`src/rtl/rcs_pkg.sv`:
```
`default_nettype none
// ----------------------------------------------------------------------------
// rcs_pkg: shared types and constants of the record chunk sorter.
// Holds the input and result beat structs, the record type and key helpers.
// ----------------------------------------------------------------------------
package rcs_pkg;

  localparam int unsigned MaxRecordsDef  = 64;
  localparam int unsigned StringBytesDef = 16;
  localparam int unsigned IdW            = 31;

  typedef struct packed {
    logic [63:0]    surname_hi;
    logic [63:0]    surname_lo;
    logic [63:0]    given_hi;
    logic [63:0]    given_lo;
    logic [63:0]    city_hi;
    logic [63:0]    city_lo;
    logic [IdW-1:0] record_id;
    logic           last_in;
  } in_beat_t;

  typedef struct packed {
    logic [63:0]    out_surname_hi;
    logic [63:0]    out_surname_lo;
    logic [63:0]    out_given_hi;
    logic [63:0]    out_given_lo;
    logic [63:0]    out_city_hi;
    logic [63:0]    out_city_lo;
    logic [IdW-1:0] out_id;
    logic           last_out;
    logic           overflow;
  } out_beat_t;

  // Record in key order: surname, given name, city, id (most significant first).
  typedef logic [6*64+IdW-1:0] rec_t;

  // Zeroes every byte after the first NUL and every byte at or past the limit.
  function automatic logic [127:0] canon_str(input logic [127:0] s,
                                             input int unsigned nbytes);
    logic [127:0] r;
    logic         ended;
    logic [7:0]   b;
    r     = '0;
    ended = 1'b0;
    for (int k = 0; k < 16; k++) begin
      b = s[127-8*k -: 8];
      if (ended || (k >= nbytes)) begin
        b = 8'h00;
      end else if (b == 8'h00) begin
        ended = 1'b1;
      end
      r[127-8*k -: 8] = b;
    end
    return r;
  endfunction

endpackage
`default_nettype wire

```
`src/rtl/rcs_cmp.sv`:
```
`default_nettype none
// ----------------------------------------------------------------------------
// rcs_cmp: registered key compare.
// Flags whether the new record orders strictly before the stored record; the
// 415-bit compare is split into seven word compares, merged in the next cycle.
// ----------------------------------------------------------------------------
module rcs_cmp (
  input  wire logic          clk_i,
  input  wire rcs_pkg::rec_t a_i,
  input  wire rcs_pkg::rec_t b_i,
  output logic               less_o
);

  localparam int unsigned RecW = $bits(rcs_pkg::rec_t);

  logic [6:0] lt_q, eq_q;
  logic [6:0] lt_d, eq_d;

  always_comb begin
    for (int i = 0; i < 6; i++) begin
      lt_d[i] = a_i[RecW-1-64*i -: 64] < b_i[RecW-1-64*i -: 64];
      eq_d[i] = a_i[RecW-1-64*i -: 64] == b_i[RecW-1-64*i -: 64];
    end
    lt_d[6] = a_i[rcs_pkg::IdW-1:0] < b_i[rcs_pkg::IdW-1:0];
    eq_d[6] = a_i[rcs_pkg::IdW-1:0] == b_i[rcs_pkg::IdW-1:0];
  end

  always_ff @(posedge clk_i) begin
    lt_q <= lt_d;
    eq_q <= eq_d;
  end

  always_comb begin
    less_o = 1'b0;
    for (int i = 6; i >= 0; i--) begin
      if (!eq_q[i]) less_o = lt_q[i];
    end
  end

endmodule
`default_nettype wire

```
`config.mk`:
```
export PLATFORM = sky130hd
export DESIGN_NAME = rcs_cmp
export DESIGN_NICKNAME = d
export VERILOG_FILES = /design/src/rtl/rcs_pkg.sv /design/src/rtl/rcs_cmp.sv
export SDC_FILE = /design/constraint.sdc
export NUM_CORES = 1
export LEC_CHECK = 0
export ABC_AREA = 1
export BUFFER_PORTS_ARGS = -buffer_cell sky130_fd_sc_hd__clkbuf_2
export CORE_AREA = 2 2 322 324
export CTS_CLUSTER_DIAMETER = 60
export DETAILED_ROUTE_END_ITERATION = 10
export DIE_AREA = 0 0 324 326
export GPL_TIMING_DRIVEN = 0
export PLACE_DENSITY = 0.3
export SYNTH_ARGS = -nofsm -noshare
export SYNTH_HDL_FRONTEND = slang
export SYNTH_SLANG_ARGS = --single-unit
```
`constraint.sdc`:
```
create_clock -name clk_i -period 1.23 [get_ports clk_i]
set_input_delay 0.0615 -clock clk_i [delete_from_list [all_inputs] [get_ports clk_i]]
set_output_delay 0.0615 -clock clk_i [all_outputs]
set_load 0.01 [all_outputs]
```
# Word level (Yosys, flattened, before mapping)

Index checks and enable logic that the tools add are counted.

Bits in registers: 14
Input bits: 831
Logic and storage cells: 23

$lt $le $gt $ge: 7
Equal/unequal tests: 7
Multiplexer cells: 7

Operator list:

| operator       | count |
|---|---|
| $eq A64 B64 Y1 | 6 |
| $lt A64 B64 Y1 | 6 |
| $eq A31 B31 Y1 | 1 |
| $lt A31 B31 Y1 | 1 |
| $mux W1        | 7 |

# Longest topological paths before layout

Gate-level depths: netlist of the first run.

Depth in word-level cells: 7
Gate-level depth with buffers: 14
Depth with buffers taken out: 14

# Least setup slack after synthesis of the first run

No wires, ideal clock.

Path kind: in2reg
Start point: input port b_i[414]
End point: register lt_q[0]
Library setup time: 0.117 ns
Arrival time: 1.019 ns
Setup slack: 0.094 ns
Stages: 9
Path buffers: 0
Cells stage by stage: inv_1 -> ha_1 -> nand2_2 -> nor4_4 -> nand2_1 -> inv_1 -> nand2_1 -> nand2_1 -> a21oi_1

Cells in the longest elaborated chain, start to end: 1

RTL lines:

| item                   | line          | source |
|---|---|---|
| start: declaration     | rcs_cmp.sv:10 | `input wire rcs_pkg::rec_t b_i,` |
| $lt A64 B64 Y1         | rcs_cmp.sv:21 | `lt_d[i] = a_i[RecW-1-64*i -: 64] < b_i[RecW-1-64*i -: 64];` |
| via lt_d[0]            | rcs_cmp.sv:17 | `logic [6:0] lt_d, eq_d;` |
| end signal: assignment | rcs_cmp.sv:29 | `lt_q <= lt_d;` |
| end: declaration       | rcs_cmp.sv:16 | `logic [6:0] lt_q, eq_q;` |

The timed path passes the listed nets, and every way through them passes these cells.

# Worst setup path after layout of the first run

Start point: register eq_q[5]
End point: output port less_o

Cells in the longest elaborated chain, start to end: 6

RTL lines:

| item                     | line          | source |
|---|---|---|
| start: declaration       | rcs_cmp.sv:16 |  |
| start signal: assignment | rcs_cmp.sv:30 | `eq_q <= eq_d;` |
| $mux W1 (6 in series)    | rcs_cmp.sv:36 | `if (!eq_q[i]) less_o = lt_q[i];` |
| end: declaration         | rcs_cmp.sv:11 | `output logic less_o` |

No other way between the ends.

==> results of run 1 <==
[routing by layer]
layer / vias up / GRT usage, %
li1: 7457 / -
met1: 5806 / 12.6
met2: 444 / 22.4
met3: 39 / 3.56
met4: 20 / 1.61
met5: - / 0
[final cells by class]
cell class / count / area share, %
multi-input combinational: 1303 / 56.6
timing repair buffer: 839 / 22.6
inverter: 492 / 9.75
tap: 1380 / 9.01
sequential: 14 / 1.47
clock buffer: 4 / 0.463
antenna: 5 / 0.0653
[critical path: stages (launching register included)]
cell and delay, ps:
dfxtp_2 340, inv_4 50, nor3b_4 200, o21ai_1 80, nand3_1 70, o211ai_1 110
a21oi_1 150, buf_4 160
[state kept, by name, indices dropped and copies added (netlist names)]
| signal | cells |
|---|---|
| eq_q | 7 |
| lt_q | 7 |
[cell families after synthesis]
group                      synth area share (%)
AOI/OAI and AO/OA                          12.5
adders and majority gates                  45.6
buffers and inverters                      16.2
DFF                                        2.46
and+or+nand+nor                            23.3
[synth_stat cells (all sizes together)]
cell type,n,area share [%]
o21a,19,1.3
o211ai,2,0.13
nand2,413,14
a21oi,193,8.5
dfxtp,14,2.5
or2,1,0.055
nor2,116,3.8
nor4,12,1.6
o21ai,39,1.7
a21o,7,0.46
nand3,21,0.92
nand4,30,1.6
inv,491,16
nor3,27,1.4
a21boi,1,0.066
clkinv,1,0.033
nor3b,1,0.066
ha,415,46
o21bai,6,0.40
[stage by stage]
| stage | cell area (um2) | TNS [ps] | instances | worst slack (ps) | total power [uW] |
|---|---|---|---|---|---|
| floorplan | 11400 | 0 | 1809 | 94.3 | 3050 |
| global placement | 17300 | -8220 | 4020 | -962 | 5500 |
| detailed placement | 17300 | -8180 | 4020 | -970 | 5480 |
| CTS | 18000 | -1190 | 4025 | -452 | 6680 |
| global route | 19200 | -1190 | 4035 | -441 | 7910 |
| finish | 19200 | -418 | 4037 | -259 | 6930 |
[how the worst max path moves through the flow]
stage | from | end | slack, ps | cells after the start
after floorplan | b_i[414] | lt_q[0] | 90 | 9
after global placement | b_i[122] | lt_q[4] | -960 | 10
after detailed placement | b_i[122] | lt_q[4] | -970 | 10
after CTS | eq_q[5] | less_o | -450 | 7
after global routing | eq_q[5] | less_o | -440 | 7
final | eq_q[5] | less_o | -260 | 7
[power breakdown]
part	internal, uW	switching, uW
sequential	485	11.3
combinational	2730	2940
clock	497	263
total	3720	3220
[what timing repair did]
item / 4_1_cts / 5_1_grt
hold endpoints to repair: 0 / 0
cloned: 0 / 0
setup endpoints to repair: 13 / 15
resized for setup: 132 / 207
pin swaps: 56 / 126
buffers inserted: 1 / 7
==> flow_summary.toml, run 1 <==
[clocking]
cts_inserted_buffers = 3
clockBufferDepth = 2
cts_tree = "yes"
hold_buffers = 0
root_buffer = "clkbuf_16"
htree_levels = 1
cts.sinks = 14
clkSlewWorstSetupHoldPaths_ps = 60

[run_status]
status = "complete, but fails checks"
violations = "negative setup slack"

[floorplan]
rows = 118
io_pins = 832
fp.dieH_um = 326
dieArea_mm2 = 0.106
die_w_um = 324
start_util_pct = 11.1
core-area_mm2 = 0.103

[grt]
grt_pass1_vias = 14795
grt_overflow_total = 0
grt_pass1_wl_um = 89900
antenna_found_initial = 19
grt_start_max_net_pins = 9
grt_use_total_pct = 11.6

[final_layout]
fin_util_pct = 18.7
layout_common_cells = "814 x clkbuf_2, 457 x inv_1, 351 x nand2_1, 351 x ha_1, 156 x a21oi_1"
layout-drive-gt1-share_pct = 42.1
synthToLayoutAreaGrowth_pct = 68.2
seq_area_um2 = 282
multiInputGateArea_mm2 = 0.0109
layout_commonest_cell = "clkbuf_2"
fill_cells = 12045
nets = 3899

[power]
cellLeakagePower_uw = 0.0114
peakVddDrop_mv = 0.372
power.density_mw_per_mm2 = 362

[route]
via_count = 13766
wl_met3_um = 5580
wl_per_cell_um = 15.9
first_iter_violations = 263
wl_met1_um = 24700
final_antenna_net_count = 0
wl_um = 64100
drc = 0
wl_met2_um = 33200
firstDrtPassIters = 5
vias_per_cell = 3.41
topRoutingLayerUsed = "met5"

[worst_setup_path]
crit_fanout = 2
crit_type = "flip-flop to primary output"
crit_required_ps = 1170
endpoint_kind = "primary output"
start_kind = "flip-flop"
worstPathArrival_ps = 1430

[timing]
period_needed_ps = 1490
layout_setup_ws_ps = -259
period_share_pct = 121
finalMaxSlewViolations = 0
hold_viol_final = 0
max_freq_mhz = 672
worst_pin_slew_ps = 403
rsz0062_at_grt = "true"
max-slew-margin-rel_pct = 73.1
setup_viol = 5
holdWs_ps = 281

[synthesis]
ys_seq_elements = 14
ys.warnings.count = 0
synth-seq-area-share_pct = 2.46
syn_inst = 1809
ys_types = 23
syn_area_per_cell_um2 = 6.30
syn-cell-area_mm2 = 0.0114
syn_nets = 3055

[min_path]
min_to = "eq_q[6]"
min-delay-start = "b_i[0]"
hold_depth = 4
min_path_type = "input pin to flip-flop"

[placed_design]
dpl.hpwl_um = 62000
portBuffers = 831
routabilityCongestion = 0.810

[flow_run]
cap_violations = 0
Note: power is estimated with default switching activity, not from simulation.
==> inputs of run 2 (changes only) <==
Settings changed: GPL_TIMING_DRIVEN 0 to not set.
==> flow_summary.toml, run 2 (synthesis results as in run 1) <==
[route]
wl_met1_um = 25700
drc = 0
wl_met3_um = 5390
vias_per_cell = 3.42
wl_per_cell_um = 15.8
first_iter_violations = 314
via_count = 14030
firstDrtPassIters = 5
wl_met2_um = 33400
final_antenna_net_count = 0
topRoutingLayerUsed = "met5"
wl_um = 65100

[min_path]
min_path_type = "input pin to flip-flop"

[timing]
max_freq_mhz = 618
rsz0062_at_grt = "true"
layout_setup_ws_ps = -389
worst_pin_slew_ps = 346
period_needed_ps = 1620
max-slew-margin-rel_pct = 76.8
finalMaxSlewViolations = 0
setup_viol = 1
hold_viol_final = 0
period_share_pct = 132

[power]
intPower_uw = 3760
power.density_mw_per_mm2 = 366
peakVddDrop_mv = 0.326
seq_power_share_pct = 7.3
power_uw = 6940
cellLeakagePower_uw = 0.0117
p_switching_uw = 3180
p_comb_share_pct = 80.5
swShare_pct = 45.9
p_clk_share_pct = 12.2

[floorplan]
core-area_mm2 = 0.103
io_pins = 832
fp.dieH_um = 326
start_util_pct = 11.1
dieArea_mm2 = 0.106
die_w_um = 324
rows = 118

[final_layout]
nets = 3966
largestRegisters = "eq_q: 7 flops, lt_q: 7 flops"
layout.cells.non_filler = 4106
final_cell_area_mm2 = 0.0189
layout-drive-gt1-share_pct = 39.9
layout_common_cells = "820 x clkbuf_2, 475 x inv_1, 380 x ha_1"
layout_commonest_cell = "clkbuf_2"
synthToLayoutAreaGrowth_pct = 66.2

[grt]
grt_use_total_pct = 11.7
grt_overflow_total = 0
grt_pass1_vias = 14766
antenna_found_initial = 20
grt_start_max_net_pins = 9
grt_pass1_wl_um = 90500

[run_status]
violations = "negative setup slack"
status = "complete, but fails checks"

[worst_setup_path]
crit_required_ps = 1170
endpoint_kind = "primary output"
crit_type = "flip-flop to primary output"
worstPathArrival_ps = 1560
start_kind = "flip-flop"
crit_fanout = 2

[clocking]
root_buffer = "clkbuf_16"
cts.sinks = 14
cts_inserted_buffers = 3
htree_levels = 1
hold_buffers = 0
clockBufferDepth = 2
clkSlewWorstSetupHoldPaths_ps = 70
cts_tree = "yes"

[placed_design]
portBuffers = 831
dp_cells = 4093
routabilityCongestion = 0.807
dpl.hpwl_um = 62900
dp_slack_ps = -566
place_area_mm2 = 0.0179

[flow_run]
cap_violations = 0
## run 2: power by group through the flow
stage	Sequential (uW)	Combinational, uW	Clock (uW)
6_report	505	5580	850
5_1_grt	509	6460	936
4_1_cts	508	5350	947
3_5_place_dp	520	5250	0
3_3_place_gp	523	5300	0
2_1_floorplan	499	2550	0
## run 2: critical path: stages, from the launching register on
cell and delay, ps:
dfxtp_4 390, inv_4 50, nor3b_4 220, o21ai_1 80, nand3_1 60, o211ai_1 130, a21oi_1 170, buf_4 160
## run 2: per-layer routing
| layer | GRT usage (%) | vias to the layer above |
|---|---|---|
| met5 | 0 | - |
| met4 | 1.71 | 20 |
| met3 | 3.50 | 35 |
| met2 | 22.3 | 454 |
| met1 | 12.9 | 5931 |
| li1 | - | 7590 |
## run 2: path summary, 6_finish.rpt
kind | cells after the start | from | slack, ps | to
max | 7 | eq_q[5] | -390 | less_o
min | 5 | a_i[15] | 290 | lt_q[6]
## run 2: through the flow
stage               hold slack [ps]  setup TNS [ps]  utilization (%)
floorplan                       369               0                -
global placement                563           -5430             17.4
detailed placement              569           -5500             17.4
CTS                             270            -548             17.6
global route                    311            -600             18.5
finish                          286            -389             18.5
## run 2: timing repair
action | 4_1_cts | 5_1_grt
pin swaps | 7 | 76
gates resized for setup | 33 | 167
buffers inserted | 0 | 2
setup endpoints to repair | 11 | 14
## run 2: cell type report
| cell class | instances | area (um2) |
|---|---|---|
| Timing Repair Buffer | 906 | 4830 |
| Fill cell | 12080 | 83700 |
| Multi-Input combinational cell | 1303 | 10100 |
| Clock buffer | 4 | 88.8 |
| Tap cell | 1380 | 1730 |
| Sequential cell | 14 | 284 |
| Inverter | 492 | 1850 |
| Antenna cell | 7 | 17.5 |
==> inputs of run 3 (changes only) <==
Settings changed: RECOVER_POWER set to 50, REMOVE_ABC_BUFFERS set to 1, SETUP_SLACK_MARGIN set to 0.05.
==> flow_summary.toml, run 3 (synthesis results as in run 1) <==
[run_status]
status = "complete, but fails checks"
violations = "negative setup slack"

[route]
via_count = 14083
firstDrtPassIters = 4
wl_per_cell_um = 15.9
final_antenna_net_count = 0
drc = 0
vias_per_cell = 3.43
first_iter_violations = 317
wl_um = 65500

[worst_setup_path]
crit_type = "flip-flop to primary output"
endpoint_kind = "primary output"
worstPathArrival_ps = 1540
crit_required_ps = 1170
start_kind = "flip-flop"
crit_fanout = 2

[clocking]
cts_inserted_buffers = 3
clkSlewWorstSetupHoldPaths_ps = 70
cts.sinks = 14
htree_levels = 1
root_buffer = "clkbuf_16"
cts_tree = "yes"
hold_buffers = 0
clockBufferDepth = 2

[grt]
antenna_found_initial = 20
grt_overflow_total = 0
grt_pass1_vias = 14828
grt_pass1_wl_um = 90900
grt_use_total_pct = 11.8
grt_start_max_net_pins = 9

[timing]
holdWs_ps = 264
setup_viol = 1
max_freq_mhz = 623
hold_viol_final = 0
layout_setup_ws_ps = -374
max-slew-margin-rel_pct = 77.1
rsz0062_at_grt = "true"
finalMaxSlewViolations = 0
period_needed_ps = 1600
period_share_pct = 130
worst_pin_slew_ps = 341

[floorplan]
start_util_pct = 11.1
core-area_mm2 = 0.103
die_w_um = 324
io_pins = 832
rows = 118
fp.dieH_um = 326
dieArea_mm2 = 0.106

[placed_design]
dpl.hpwl_um = 62900
dp_slack_ps = -566
portBuffers = 831
routabilityCongestion = 0.807

[final_layout]
layout-drive-gt1-share_pct = 43.9
layout_commonest_cell = "clkbuf_2"
nets = 3969
layout_common_cells = "816 x clkbuf_2, 462 x inv_1, 349 x ha_1"
synthToLayoutAreaGrowth_pct = 72.6
largestRegisters = "eq_q: 7 flops, lt_q: 7 flops"
fin_util_pct = 19.2

[min_path]
min_path_type = "input pin to flip-flop"

[power]
power.density_mw_per_mm2 = 371
cellLeakagePower_uw = 0.0118
peakVddDrop_mv = 0.326

[flow_run]
cap_violations = 0
-- run 3: changes by cell type in the layout (fill, tap and decap cells not counted), moves of 5 or more --
cell	before	now
a21oi_1	168	154
a21oi_2	24	35
buf_4	71	76
ha_1	380	349
ha_4	35	66
inv_1	475	462
inv_2	14	28
nand2_1	369	344
nand2_2	38	54
nand2_4	6	15
nor2_1	91	81
nor2_2	17	23
nor3_1	13	8
-- run 3: layout make-up --
class                      count  area [um2]
timing repair buffer         909        4860
fill                       12029       82900
antenna                        8        20.0
multi-input combinational   1303       10800
clock buffer                   4        88.8
sequential                    14         284
inverter                     492        1850
tap                         1380        1730
-- run 3: path summary, 6_finish.rpt --
kind | from | end | slack (ps) | cells after the start
worst max-delay path | eq_q[5] | less_o | -370 | 7
worst min-delay path | a_i[15] | eq_q[6] | 260 | 4
-- run 3: report_power, final --
part           internal (uW)  total (uW)  switching (uW)
registers                482         505            23.2
logic                   2950        5940            2980
clock network            501         849             348
total                   3930        7290            3360
-- run 3: per-layer routing --
metal  part of all wire [%]  GRT usage (%)  vias up  wire [um]
met5                   0.19              0        -        127
met4                   0.79           1.71       20        520
met3                    9.2           3.50       37       6020
met2                     51           22.4      452      33700
met1                     38           12.9     5980      25100
li1                       -              -     7594          -
-- run 3: worst max-delay path, cell delays in order (launching register included) --
cell      delay [ps]
dfxtp_4          390
inv_4             50
nor3b_4          210
o21ai_1           80
nand3_1           60
o211ai_1         130
a21oi_1          170
buf_4            160
-- run 3: repair_timing --
item / CTS / global route
endpoints found under the setup margin: 13 / 15
cloned: 0 / 0
buffers inserted: 1 / 5
pin swaps: 18 / 124
resized for setup: 67 / 272
-- run 3: metrics by stage --
step	TNS, ps	instances	instance area (um2)	power [uW]
finish	-374	4110	19700	7290
global route	-580	4106	19700	8270
CTS	-548	4098	18300	6900
detailed placement	-5500	4093	17900	5770
global placement	-5430	4093	17900	5820
floorplan	0	1809	11400	3050
